**src/design/lpqm_pkg.sv**
```systemverilog
// Shared types and codes for the linked process queue manager.
// Used by lpqm_ctrl, lpqm_dp and linked_process_queue_manager; depends on nothing.
package lpqm_pkg;

  localparam int MODE_W  = 2;
  localparam int QUEUE_W = 3;
  localparam int ENTRY_W = 5;

  // request modes
  localparam logic [MODE_W-1:0] MODE_INSERT       = 2'd0;
  localparam logic [MODE_W-1:0] MODE_REMOVE_HEAD  = 2'd1;
  localparam logic [MODE_W-1:0] MODE_REMOVE_NAMED = 2'd2;

  // datapath step codes issued by the controller
  localparam int STEP_W = 4;
  localparam logic [STEP_W-1:0] STEP_NONE      = 4'd0;
  localparam logic [STEP_W-1:0] STEP_CLEAR     = 4'd1;
  localparam logic [STEP_W-1:0] STEP_LOAD      = 4'd2;
  localparam logic [STEP_W-1:0] STEP_INS_FIRST = 4'd3;
  localparam logic [STEP_W-1:0] STEP_INS_READ  = 4'd4;
  localparam logic [STEP_W-1:0] STEP_INS_LINK  = 4'd5;
  localparam logic [STEP_W-1:0] STEP_INS_FIX   = 4'd6;
  localparam logic [STEP_W-1:0] STEP_RH_READ   = 4'd7;
  localparam logic [STEP_W-1:0] STEP_RH_LOCATE = 4'd8;
  localparam logic [STEP_W-1:0] STEP_RN_READ   = 4'd9;
  localparam logic [STEP_W-1:0] STEP_UNLINK    = 4'd10;
  localparam logic [STEP_W-1:0] STEP_FIN_TAIL  = 4'd11;
  localparam logic [STEP_W-1:0] STEP_FIN_NEXT  = 4'd12;
  localparam logic [STEP_W-1:0] STEP_REPORT    = 4'd13;

  typedef struct packed {
    logic [MODE_W-1:0]  mode;
    logic [QUEUE_W-1:0] queue_select;
    logic [ENTRY_W-1:0] entry_select;
  } req_t;

  typedef struct packed {
    logic               ok;
    logic [ENTRY_W-1:0] result_entry;
    logic [ENTRY_W-1:0] head_entry;
    logic               queue_empty;
  } rsp_t;

  typedef struct packed {
    logic [STEP_W-1:0] step;
  } cmd_t;

  typedef struct packed {
    logic clr_last;
    logic q_ne;
    logic ins_ok;
    logic rh_ok;
    logic rn_ok;
  } sts_t;

endpackage

```
**src/design/lpqm_dp.sv**
```systemverilog
// Datapath of the linked queue manager: link, tail and owner memories,
// per-queue nonempty flags and the request registers. Depends on lpqm_pkg.
module lpqm_dp import lpqm_pkg::*; #(
  parameter int ENTRIES = 32,
  parameter int QUEUES  = 8
) (
  input  logic clk,
  input  logic rst,
  input  req_t req,
  input  cmd_t cmd,
  output sts_t sts,
  output logic done,
  output rsp_t rsp
);

  localparam int EW = $clog2(ENTRIES);
  localparam int QW = (QUEUES > 1) ? $clog2(QUEUES) : 1;

  // memories
  logic [EW-1:0] tail_mem [QUEUES];
  logic [EW-1:0] next_mem [ENTRIES];
  logic [EW-1:0] prev_mem [ENTRIES];
  logic [QW:0]   own_mem  [ENTRIES];   // {queued, owner}

  logic [EW-1:0] tail_rd, next_rd, prev_rd;
  logic [QW:0]   own_rd;

  // request and working registers
  logic [MODE_W-1:0]  mode_r;
  logic [QUEUE_W-1:0] q_r;
  logic [ENTRY_W-1:0] e_r;
  logic [EW-1:0]      t, tgt, hd, cnt;
  logic               ok;
  logic [QUEUES-1:0]  nonempty;

  logic [QW-1:0] q_idx;
  logic [EW-1:0] e_idx;
  logic          qv, ev, q_ne, own_queued;

  logic [QW-1:0] tail_ra, tail_wa;
  logic [EW-1:0] own_ra, own_wa, next_ra, next_wa, prev_ra, prev_wa;
  logic [EW-1:0] tail_wd, next_wd, prev_wd;
  logic [QW:0]   own_wd;
  logic          tail_we, next_we, prev_we, own_we, ne_set, ne_clr;

  assign q_idx      = QW'(q_r);
  assign e_idx      = EW'(e_r);
  assign qv         = 32'(q_r) < 32'(QUEUES);
  assign ev         = 32'(e_r) < 32'(ENTRIES);
  assign q_ne       = qv && nonempty[q_idx];
  assign own_queued = own_rd[QW];

  assign sts.clr_last = cnt == EW'(ENTRIES - 1);
  assign sts.q_ne     = q_ne;
  assign sts.ins_ok   = (mode_r == MODE_INSERT) && qv && ev && !own_queued;
  assign sts.rh_ok    = (mode_r == MODE_REMOVE_HEAD) && q_ne;
  assign sts.rn_ok    = (mode_r == MODE_REMOVE_NAMED) && qv && ev && own_queued &&
                        (own_rd[QW-1:0] == q_idx);

  // read addresses
  always_comb begin
    tail_ra = (cmd.step == STEP_LOAD) ? QW'(req.queue_select) : q_idx;
    own_ra  = (cmd.step == STEP_LOAD) ? EW'(req.entry_select) : e_idx;
    case (cmd.step)
      STEP_INS_READ, STEP_RH_READ, STEP_FIN_NEXT: next_ra = tail_rd;
      STEP_RH_LOCATE: next_ra = next_rd;
      default:        next_ra = e_idx;
    endcase
    prev_ra = (cmd.step == STEP_RH_LOCATE) ? next_rd : e_idx;
  end

  // write ports
  always_comb begin
    tail_we = 1'b0;  tail_wa = q_idx;  tail_wd = e_idx;
    next_we = 1'b0;  next_wa = e_idx;  next_wd = e_idx;
    prev_we = 1'b0;  prev_wa = e_idx;  prev_wd = e_idx;
    own_we  = 1'b0;  own_wa  = e_idx;  own_wd  = {1'b1, q_idx};
    ne_set  = 1'b0;
    ne_clr  = 1'b0;
    case (cmd.step)
      STEP_CLEAR: begin
        own_we = 1'b1;
        own_wa = cnt;
        own_wd = '0;
      end
      STEP_INS_FIRST: begin
        // single entry links to itself
        next_we = 1'b1;
        prev_we = 1'b1;
        tail_we = 1'b1;
        own_we  = 1'b1;
        ne_set  = 1'b1;
      end
      STEP_INS_LINK: begin
        next_we = 1'b1;
        next_wd = next_rd;
        prev_we = 1'b1;
        prev_wd = t;
        tail_we = 1'b1;
        own_we  = 1'b1;
      end
      STEP_INS_FIX: begin
        next_we = 1'b1;
        next_wa = t;
        prev_we = 1'b1;
        prev_wa = hd;
      end
      STEP_UNLINK: begin
        own_we = 1'b1;
        own_wa = tgt;
        own_wd = {1'b0, q_idx};
        if (next_rd == tgt) begin
          ne_clr = 1'b1;
        end else begin
          prev_we = 1'b1;
          prev_wa = next_rd;
          prev_wd = prev_rd;
          next_we = 1'b1;
          next_wa = prev_rd;
          next_wd = next_rd;
          // removing the tail moves it back
          if (t == tgt) begin
            tail_we = 1'b1;
            tail_wd = prev_rd;
          end
        end
      end
      default: begin
      end
    endcase
  end

  always_ff @(posedge clk) begin
    if (tail_we) begin
      tail_mem[tail_wa] <= tail_wd;
    end
    tail_rd <= tail_mem[tail_ra];
  end

  always_ff @(posedge clk) begin
    if (next_we) begin
      next_mem[next_wa] <= next_wd;
    end
    next_rd <= next_mem[next_ra];
  end

  always_ff @(posedge clk) begin
    if (prev_we) begin
      prev_mem[prev_wa] <= prev_wd;
    end
    prev_rd <= prev_mem[prev_ra];
  end

  always_ff @(posedge clk) begin
    if (own_we) begin
      own_mem[own_wa] <= own_wd;
    end
    own_rd <= own_mem[own_ra];
  end

  always_ff @(posedge clk) begin
    if (rst) begin
      nonempty <= '0;
      cnt      <= '0;
    end else begin
      if (ne_set) begin
        nonempty[q_idx] <= 1'b1;
      end else if (ne_clr) begin
        nonempty[q_idx] <= 1'b0;
      end
      if (cmd.step == STEP_CLEAR) begin
        cnt <= cnt + EW'(1);
      end
    end
  end

  always_ff @(posedge clk) begin
    case (cmd.step)
      STEP_LOAD: begin
        mode_r <= req.mode;
        q_r    <= req.queue_select;
        e_r    <= req.entry_select;
        ok     <= 1'b0;
      end
      STEP_INS_FIRST: begin
        ok  <= 1'b1;
        tgt <= e_idx;
      end
      STEP_INS_READ: begin
        ok  <= 1'b1;
        tgt <= e_idx;
        t   <= tail_rd;
      end
      STEP_INS_LINK: begin
        hd <= next_rd;
      end
      STEP_RH_READ: begin
        ok <= 1'b1;
        t  <= tail_rd;
      end
      STEP_RH_LOCATE: begin
        tgt <= next_rd;
      end
      STEP_RN_READ: begin
        ok  <= 1'b1;
        t   <= tail_rd;
        tgt <= e_idx;
      end
      default: begin
      end
    endcase
  end

  assign done             = cmd.step == STEP_REPORT;
  assign rsp.ok           = ok;
  assign rsp.result_entry = ok ? ENTRY_W'(tgt) : '0;
  assign rsp.queue_empty  = !q_ne;
  assign rsp.head_entry   = q_ne ? ENTRY_W'(next_rd) : '0;

`ifndef SYNTHESIS
  assert property (@(posedge clk) disable iff (rst)
    done && rsp.ok && (mode_r == MODE_INSERT) |-> !rsp.queue_empty)
    else $error("successful insert left queue empty");
  assert property (@(posedge clk) disable iff (rst)
    done && !qv |-> !rsp.ok && rsp.queue_empty)
    else $error("out of range queue reported activity");
  assert property (@(posedge clk) disable iff (rst)
    cmd.step == STEP_INS_LINK |-> $past(cmd.step) == STEP_INS_READ)
    else $error("insert link step without preceding tail read");
  assert property (@(posedge clk) disable iff (rst)
    done |-> $past(cmd.step) == STEP_FIN_NEXT)
    else $error("result reported before head lookup");
`endif

endmodule

```
**src/design/lpqm_ctrl.sv**
```systemverilog
// Controller state machine of the linked queue manager: sequences memory
// reads and writes per request and the clearing pass. Depends on lpqm_pkg.
module lpqm_ctrl import lpqm_pkg::*; (
  input  logic clk,
  input  logic rst,
  input  logic start,
  input  sts_t sts,
  output logic busy,
  output cmd_t cmd
);

  localparam logic [3:0] ST_CLEAR     = 4'd0;
  localparam logic [3:0] ST_IDLE      = 4'd1;
  localparam logic [3:0] ST_CHECK     = 4'd2;
  localparam logic [3:0] ST_INS_LINK  = 4'd3;
  localparam logic [3:0] ST_INS_FIX   = 4'd4;
  localparam logic [3:0] ST_RH_LOCATE = 4'd5;
  localparam logic [3:0] ST_UNLINK    = 4'd6;
  localparam logic [3:0] ST_FIN_TAIL  = 4'd7;
  localparam logic [3:0] ST_FIN_NEXT  = 4'd8;
  localparam logic [3:0] ST_REPORT    = 4'd9;

  logic [3:0] state, state_next;

  always_comb begin
    state_next = state;
    cmd.step   = STEP_NONE;
    case (state)
      ST_CLEAR: begin
        cmd.step = STEP_CLEAR;
        if (sts.clr_last) begin
          state_next = ST_IDLE;
        end
      end
      ST_IDLE: begin
        if (start) begin
          cmd.step   = STEP_LOAD;
          state_next = ST_CHECK;
        end
      end
      ST_CHECK: begin
        if (sts.ins_ok && !sts.q_ne) begin
          cmd.step   = STEP_INS_FIRST;
          state_next = ST_FIN_TAIL;
        end else if (sts.ins_ok) begin
          cmd.step   = STEP_INS_READ;
          state_next = ST_INS_LINK;
        end else if (sts.rh_ok) begin
          cmd.step   = STEP_RH_READ;
          state_next = ST_RH_LOCATE;
        end else if (sts.rn_ok) begin
          cmd.step   = STEP_RN_READ;
          state_next = ST_UNLINK;
        end else begin
          // refused: report only
          state_next = ST_FIN_TAIL;
        end
      end
      ST_INS_LINK: begin
        cmd.step   = STEP_INS_LINK;
        state_next = ST_INS_FIX;
      end
      ST_INS_FIX: begin
        cmd.step   = STEP_INS_FIX;
        state_next = ST_FIN_TAIL;
      end
      ST_RH_LOCATE: begin
        cmd.step   = STEP_RH_LOCATE;
        state_next = ST_UNLINK;
      end
      ST_UNLINK: begin
        cmd.step   = STEP_UNLINK;
        state_next = ST_FIN_TAIL;
      end
      ST_FIN_TAIL: begin
        cmd.step   = STEP_FIN_TAIL;
        state_next = ST_FIN_NEXT;
      end
      ST_FIN_NEXT: begin
        cmd.step   = STEP_FIN_NEXT;
        state_next = ST_REPORT;
      end
      ST_REPORT: begin
        cmd.step   = STEP_REPORT;
        state_next = ST_IDLE;
      end
      default: begin
        state_next = ST_IDLE;
      end
    endcase
  end

  always_ff @(posedge clk) begin
    if (rst) begin
      state <= ST_CLEAR;
    end else begin
      state <= state_next;
    end
  end

  assign busy = state != ST_IDLE;

endmodule

```
**src/design/linked_process_queue_manager.sv**
```systemverilog
// Top level of the linked queue manager: controller plus datapath.
// Depends on lpqm_pkg, lpqm_ctrl and lpqm_dp.
//
// QUEUES FIFO queues share a pool of ENTRIES entries held as circular doubly
// linked lists in one-read one-write link, tail and owner memories. A transaction is
// taken when start is high and busy is low; its result appears on rsp for one
// cycle with done high and must be captured then, since it cannot be held.
// After reset the block clears the owner memory, entry by entry, with busy high.
// A request passes from start to a check state, then its own steps (none for an
// insert into an empty queue or a refused request, unlink for a named removal,
// link and fix for an insert into a non-empty queue, locate and unlink for a
// head removal), then a tail lookup, a head lookup and the report with done.
// Link reads are registered: each neighbor link is read in one step and rewritten
// in the next; the new head comes from the tail memory, then the next-link memory.
module linked_process_queue_manager import lpqm_pkg::*; #(
  parameter int ENTRIES = 32,
  parameter int QUEUES  = 8
) (
  input  logic clk,
  input  logic rst,
  input  logic start,
  output logic busy,
  input  req_t req,
  output logic done,
  output rsp_t rsp
);

  cmd_t cmd;
  sts_t sts;

  lpqm_ctrl u_ctrl (
    .clk   (clk),
    .rst   (rst),
    .start (start),
    .sts   (sts),
    .busy  (busy),
    .cmd   (cmd)
  );

  lpqm_dp #(
    .ENTRIES (ENTRIES),
    .QUEUES  (QUEUES)
  ) u_dp (
    .clk  (clk),
    .rst  (rst),
    .req  (req),
    .cmd  (cmd),
    .sts  (sts),
    .done (done),
    .rsp  (rsp)
  );

endmodule
```
**config.mk**
```make
export PLATFORM = sky130hd
export DESIGN_NAME = linked_process_queue_manager
export DESIGN_NICKNAME = d
export VERILOG_FILES = /design/src/design/lpqm_pkg.sv /design/src/design/lpqm_dp.sv /design/src/design/lpqm_ctrl.sv /design/src/design/linked_process_queue_manager.sv
export SDC_FILE = /design/constraint.sdc
export NUM_CORES = 1
export LEC_CHECK = 0
export BUFFER_PORTS_ARGS = -buffer_cell sky130_fd_sc_hd__buf_2
export CAP_MARGIN = 20
export CELL_PAD_IN_SITES_DETAIL_PLACEMENT = 1
export CELL_PAD_IN_SITES_GLOBAL_PLACEMENT = 1
export CORE_MARGIN = 2
export CORE_UTILIZATION = 45
export DETAILED_ROUTE_END_ITERATION = 8
export PLACE_DENSITY_LB_ADDON = 0.25
export SYNTH_ARGS = -nofsm -noshare
export SYNTH_HDL_FRONTEND = slang
export SYNTH_SLANG_ARGS = --single-unit
```
**constraint.sdc**
```tcl
create_clock -name clk -period 5.7 [get_ports clk]
set_input_delay 1.14 -clock clk [delete_from_list [all_inputs] [get_ports clk]]
set_output_delay 1.14 -clock clk [all_outputs]
set_load 0.02 [all_outputs]
```
==> results.txt, run 1 <==
----------------------------------------------------
[Critical path]
  CP Class ... flip-flop to flip-flop
  Sort of element at the start of the critical path ... flip-flop
  Worst path required time ... 6.15 ns
  WP data arrival ... approximately 4.8 ns
  Max FO, Critical Path ... 46
  Worst Setup End Kind ... flip-flop

[Synth]
  Synth Area in XOR/XNOR ... less than 1%
  Register bit total from synthesis ... 550
  Count of flip-flops with a built-in enable after synthesis ... 506
  Share of cell area taken by muxes after synthesis ... 6.51%
  Top area cells in the synthesized netlist ... sky130_fd_sc_hd__edfxtp_1, sky130_fd_sc_hd__nand2_1, sky130_fd_sc_hd__mux2i_1
  Async SR Flop Fraction ... 0%
  Adder-cell share of the synthesized area ... 0.108%
  Simple logic cell fraction of the synthesized area ... about 14%
  Portion of the post-synthesis area used by sequential elements ... 69.4%
  Mapped Cells ... 1779
  Nets in the synthesized netlist ... ~1800
  Most frequent cell after synthesis ... sky130_fd_sc_hd__edfxtp_1
  Primary FF master, synth ... sky130_fd_sc_hd__edfxtp_1
  Synthesis warning total ... 0
  Post-synth top area cell ... sky130_fd_sc_hd__edfxtp_1
  Syn Std Cell Area ... approximately 23000 µm²
  Per-instance average area after synthesis ... 13.0 µm²
  Post-synth top cells ... sky130_fd_sc_hd__edfxtp_1, sky130_fd_sc_hd__nand2_1, sky130_fd_sc_hd__nor2_1
  Main combinational cell family by area after synthesis ... simple AND/OR/NAND/NOR gates
  Count of different cell masters after synthesis ... 69
  Yosys top cell area share ... 65.6%
  Share of the synthesized area in compound gates (AO/OA/AOI/OAI) ... 6.63%

[Floorplanning]
  Core Rows ... just over 80
  Number of top-level design ports ... 27
  Starting Density ... 45.3%
  Die area ... 53300 µm²
  Core region area ... 51100 µm²
  Die width ... 231 µm
  Height of the die ... 231 µm

[Placement]
  Sum of net half-perimeters after detailed placement ... ~38000 µm
  Cell area reported after detailed placement ... 24100 µm²
  Post-placement cell count ... between 2000 and 2500
  Post-Place Worst Slack ... ~1.4 ns
  Routability Congestion ... 0.812
  Number of port buffers ... 26

[GRT]
  Global routing usage summed across all routing layers ... 22.7%
  Number of antenna violations at the first check in global routing ... 0
  Wire length of the first global-routing pass ... 92300 µm
  Vias in the first global route ... 15400
  Pin count of the biggest net entering global routing ... 65
  Final global-route overflow total ... 0

[Timing]
  WHS ... 0.467 ns
  Setup WS post-layout ... 1.38 ns
  Clock period minus worst slack ... 4.32 ns
  Final worst-path cycle share ... about 76%
  Hold Violations, Final ... 0
  Count of endpoints failing setup in the final report ... 0
  Transition time at the pin with the least slew margin ... 1.08 ns
  RSZ-0062 raised after global routing ... false
  Setup tns final ... 0 ns
  Relative max-transition margin ... 27.3%
  Setup Skew ... 0.0215 ns
  Maximum operating frequency ... 232 MHz
  Max-slew violation count ... 0

[Pwr]
  Net Sw Frac ... 38.6%
  Total power density per cell area ... 584 nW/µm²
  Fraction of power consumed by sequential logic ... 38.5%
  Internal portion of total power ... 9.30 mW
  Share of power burned in the clock network ... 24.1%
  Gate power share ... 37.4%
  Worst supply voltage drop on vdd ... 0.340 mV
  Switching pwr ... 5.85 mW
  Total power ... roughly 15 mW
  LEAKAGE ... 8.93 nW

[Cells and area]
  Final core utilization ... approximately half
  Post-layout instance count excluding filler cells ... 2526
  Fill cell instance count of the final layout ... around 5200
  Fraction of layout cells with a size suffix above 1 ... approximately 11%
  Area Overhead vs Synth ... 11.8%
  Cell area after layout ... 25900 µm²
  Layout net count ... 1813
  Antenna Diode Count ... 0

[Min path]
  Worst hold path class ... flip-flop to flip-flop

[Clocking]
  Post-CTS Hold Fix Bufs ... 0
  Cts bufs inserted ... 57
  Worst skew pair latency ... 0.61 ns
  CTS max path bufs ... 3
  TritonCTS clock tree ... built
  Maximum level of the CTS H-tree ... 2
  Clock transition at the register clock pins on the worst setup and hold paths after CTS ... 0.06 ns
  Setup Fix Bufs, Post-CTS ... 0
  Root cell of the clock tree ... sky130_fd_sc_hd__clkbuf_16
  Clock sinks ... 550
  PostCTS Resize Cnt ... 0

[Route]
  Number of search-and-repair iterations in the first detailed-routing pass ... 5
  Count of vias placed by the detailed router ... 14600
  Sum of routed wire length over all layers ... between 50000 and 60000 µm
  Routed Antenna Nets ... 0
  Initial DRC count ... ~1100
  DRC violation count after routing ... 0
  DR WL/cell ... ~24 µm
  Vias/cell ... 5.79

[Run]
  Reported max-cap violation count ... 0

[Status]
  Outcome ... completed

----------------------------------------------------
critical path, stage by stage (launching register included):
cell,delay [ns]
sky130_fd_sc_hd__dfxtp_1,0.65
sky130_fd_sc_hd__or4b_4,0.55
sky130_fd_sc_hd__or3_4,0.41
sky130_fd_sc_hd__nand2b_1,0.31
sky130_fd_sc_hd__a32o_4,0.82
sky130_fd_sc_hd__buf_4,0.51
sky130_fd_sc_hd__buf_4,0.28
sky130_fd_sc_hd__mux2i_1,0.20
sky130_fd_sc_hd__mux2i_1,0.09
sky130_fd_sc_hd__a22oi_1,0.17
sky130_fd_sc_hd__a22oi_1,0.12
power by group through the flow:
stage	Combinational, mW	Sequential (mW)	Clock (mW)
2_1_floorplan	3.82	5.66	0
3_3_place_gp	5.50	5.90	0
3_5_place_dp	5.64	5.91	0
4_1_cts	5.68	5.83	3.70
5_1_grt	6.16	5.87	3.86
6_report	5.67	5.84	3.64
area by class of cell:
cell class | instances | area [µm²] | share of cell area [%]
Multi-Input combinational cell | 1116 | 6700 | 25.9
Tap cell | 680 | 851 | 3.28
Inverter | 10 | 37.5 | 0.145
Sequential cell | 550 | 16100 | 62.0
Clock inverter | 25 | 233 | 0.898
Timing Repair Buffer | 63 | 424 | 1.64
Clock buffer | 82 | 1590 | 6.15
flip-flops by register name, indices dropped and copies added, names as in the netlist, named ones only:
name	flops
u_dp.next_mem	160
u_dp.prev_mem	160
u_dp.own_mem	128
u_dp.tail_mem	40
u_dp.cnt	5
u_dp.e_idx	5
u_dp.hd	5
u_dp.next_rd	5
u_dp.prev_rd	5
u_dp.t	5
u_dp.tail_rd	5
u_dp.tgt	5
u_ctrl.state	4
u_dp.own_rd	4
u_dp.q_idx	3
u_dp.mode_r	2
u_dp.ok	1
path summary, 6_finish.rpt:
kind                                     start                      end  slack [ns]  cells after the start
setup / recovery  u_ctrl.state[1]$_SDFFE_PP0P_  u_dp.next_rd[4]$_DFF_P_        1.38                     10
hold / removal                       flip-flop                flip-flop        0.47                      2
setup reg to reg  u_ctrl.state[1]$_SDFFE_PP0P_  u_dp.next_rd[4]$_DFF_P_        1.38                     10
hold reg to reg                      flip-flop                flip-flop        0.47                      2
cells in the final DEF, fill, tap and decap left out, types with 20 or more instances in the layout:
master                      count
sky130_fd_sc_hd__buf_4         35
sky130_fd_sc_hd__nand3_1      124
sky130_fd_sc_hd__buf_2         26
sky130_fd_sc_hd__clkbuf_1      20
sky130_fd_sc_hd__dfxtp_1       44
sky130_fd_sc_hd__mux2i_1      105
sky130_fd_sc_hd__clkbuf_16     59
sky130_fd_sc_hd__nor2_1       128
sky130_fd_sc_hd__a311oi_1      49
sky130_fd_sc_hd__o21ai_0       25
sky130_fd_sc_hd__nand2_1      373
sky130_fd_sc_hd__and3_1        33
sky130_fd_sc_hd__edfxtp_1     506
sky130_fd_sc_hd__nor3_1        29
sky130_fd_sc_hd__a22oi_1       27
metal layers:
metal | vias up | track usage [%] | part of all wire (%)
met3 | 84 | 3.19 | 4.8
met5 | - | 0 | 0
met1 | 7463 | 30.7 | 44
li1 | 6703 | - | -
met4 | 0 | 6.75 | 2.1
met2 | 379 | 38.3 | 49
kinds of logic (layout without fill, tap and decap cells):
logic type	Yosys count	after routing
mux	138	138
simple gates	759	759
compound gates	201	201
flops	550	550
buf+inv	113	180
xor+xnor	16	16
fa+ha+maj	2	2
Note: power is estimated with default switching activity, not from simulation.
==> run 2, diff against run 1 <==
Clock period 5.7 ns to 4.4 ns, I/O delays scaled along.
==> run 2 against run 1 <==
Against the previous run:
- first-iteration DRC count grew 8.6%
- flip-flop and latch count did not move
- register-to-register slack got worse by 1.0 ns
- count of clock-buffer cells in the layout decreased by 15
- fmax rose by 6.7%
- total power is 32% higher
- non-clock buffer count increased by 9
- combinational power is 33% higher
- critical path depth down 2
- routed wire length up 4.3%
- clock skew is 0.0089 ns higher
- largest power group is now combinational cells
==> results.txt, run 2 (same netlist as run 1, synthesis figures left out) <==
----------------------------------------------------
[Timing]
  Transition time at the pin with the least slew margin ... 1.05 ns
  Hold Violations, Final ... 0
  Clock period minus worst slack ... roughly 4.0 ns
  Count of endpoints failing setup in the final report ... 0
  Max-slew violation count ... 0
  RSZ-0062 raised after global routing ... false
  Setup tns final ... 0 ns
  Setup WS post-layout ... 0.354 ns
  Maximum operating frequency ... 247 MHz
  Final worst-path cycle share ... 91.9%
  Setup Skew ... approximately 0.030 ns
  Relative max-transition margin ... slightly below 30%

[Pwr]
  LEAKAGE ... 9.04 nW
  Total power density per cell area ... 768 nW/µm²
  Fraction of power consumed by sequential logic ... 37.5%
  Net Sw Frac ... 38.7%
  Share of power burned in the clock network ... ~25%
  Gate power share ... 37.6%
  Internal portion of total power ... 12.3 mW
  Worst supply voltage drop on vdd ... between 0.4 and 0.5 mV
  Total power ... 20.0 mW
  Switching pwr ... approximately 7.8 mW

[Route]
  Initial DRC count ... 1226
  Routed Antenna Nets ... 0
  Sum of routed wire length over all layers ... 62200 µm
  Number of search-and-repair iterations in the first detailed-routing pass ... 5
  Vias/cell ... a little under 6
  DR WL/cell ... 24.5 µm
  DRC violation count after routing ... 0
  Count of vias placed by the detailed router ... 14800

[Clocking]
  Clock transition at the register clock pins on the worst setup and hold paths after CTS ... 0.06 ns
  Worst skew pair latency ... 0.62 ns
  Maximum level of the CTS H-tree ... 2
  Root cell of the clock tree ... sky130_fd_sc_hd__clkbuf_16
  Cts bufs inserted ... 57
  Post-CTS Hold Fix Bufs ... 0
  Setup Fix Bufs, Post-CTS ... 0
  Clock sinks ... 550
  TritonCTS clock tree ... built
  PostCTS Resize Cnt ... 0
  CTS max path bufs ... 3

[GRT]
  Wire length of the first global-routing pass ... 94700 µm
  Number of antenna violations at the first check in global routing ... 0
  Vias in the first global route ... 15700
  Final global-route overflow total ... 0
  Pin count of the biggest net entering global routing ... 65
  Global routing usage summed across all routing layers ... 23.5%

[Placement]
  Routability Congestion ... 0.834
  Post-Place Worst Slack ... 0.433 ns
  Post-placement cell count ... 2428
  Sum of net half-perimeters after detailed placement ... around 40000 µm
  Number of port buffers ... 26

[Status]
  Outcome ... completed

[Critical path]
  WP data arrival ... 4.51 ns
  Worst path required time ... 4.86 ns
  CP Class ... flip-flop to flip-flop
  Sort of element at the start of the critical path ... flip-flop
  Worst Setup End Kind ... flip-flop
  Max FO, Critical Path ... 36

[Floorplanning]
  Number of top-level design ports ... 27
  Core Rows ... 83
  Core region area ... 51100 µm²
  Height of the die ... roughly 230 µm
  Die width ... 231 µm
  Die area ... ~53000 µm²
  Starting Density ... a little under half

[Cells and area]
  Antenna Diode Count ... 0
  Final core utilization ... between 50 and 60%
  Leading cell types in the layout, fill and taps excluded ... sky130_fd_sc_hd__edfxtp_1, sky130_fd_sc_hd__nand2_1, sky130_fd_sc_hd__nor2_1
  Layout net count ... around 1800
  Fraction of layout cells with a size suffix above 1 ... around 12%
  Biggest registers after layout ... u_dp.next_mem (160), u_dp.prev_mem (160), u_dp.own_mem (128)
  Post-layout instance count excluding filler cells ... 2535
  Fill cell instance count of the final layout ... 5137
  Most frequent standard cell in the layout excluding fill and tap cells ... sky130_fd_sc_hd__edfxtp_1
  Area Overhead vs Synth ... 12.7%

[Min path]
  Worst hold path class ... input pin to flip-flop

[Run]
  Reported max-cap violation count ... 0

----------------------------------------------------
-- run 2: worst paths after layout --
check,from,end,slack (ns),cells past startpoint
max,u_ctrl.state[1]$_SDFFE_PP0P_,u_dp.next_rd[3]$_DFF_P_,0.35,8
min,req[9],u_dp.mode_r[1]$_DFFE_PN_,0.45,1
max reg2reg,u_ctrl.state[1]$_SDFFE_PP0P_,u_dp.next_rd[3]$_DFF_P_,0.35,8
min reg2reg,flip-flop,flip-flop,0.47,2
-- run 2: cell type report --
type | count | area [µm²] | share of cell area, %
inverter | 10 | 37.5 | 0.144
clock inverter | 40 | 454 | 1.74
clock buffer | 67 | 1480 | 5.68
sequential | 550 | 16100 | 61.6
timing repair buffer | 72 | 488 | 1.87
tap | 680 | 851 | 3.26
multi-input combinational | 1116 | 6710 | 25.7
-- run 2: critical path, stage by stage, from the launching register on --
cell	delay [ns]
sky130_fd_sc_hd__dfxtp_1	0.64
sky130_fd_sc_hd__or4b_4	0.55
sky130_fd_sc_hd__or3_4	0.40
sky130_fd_sc_hd__nand2b_1	0.29
sky130_fd_sc_hd__a32o_4	0.71
sky130_fd_sc_hd__mux2_2	0.40
sky130_fd_sc_hd__a32oi_1	0.20
sky130_fd_sc_hd__nor4b_1	0.50
sky130_fd_sc_hd__a22oi_1	0.18
-- run 2: metal layers --
layer	global-route usage [%]	wire length, µm
met1	31.8	27000
met2	39.6	30500
met3	3.35	3280
met4	6.81	1420
met5	0	0
-- run 2: power by group through the flow --
stage	Clock [mW]	Combinational (mW)	Sequential, mW
3_5_place_dp	0	7.48	7.60
3_3_place_gp	0	7.29	7.60
2_1_floorplan	0	4.95	7.33
6_report	5.01	7.53	7.51
4_1_cts	5.07	7.53	7.50
5_1_grt	5.26	8.14	7.54
-- run 2: stage by stage --
stage          instance area (µm²)  hold slack, ns
6_report                     26100           0.447
2_1_floorplan                23200           0.406
3_5_place_dp                 24200           0.457
4_1_cts                      26100           0.426
5_1_grt                      26100           0.442
3_3_place_gp                 24200           0.446
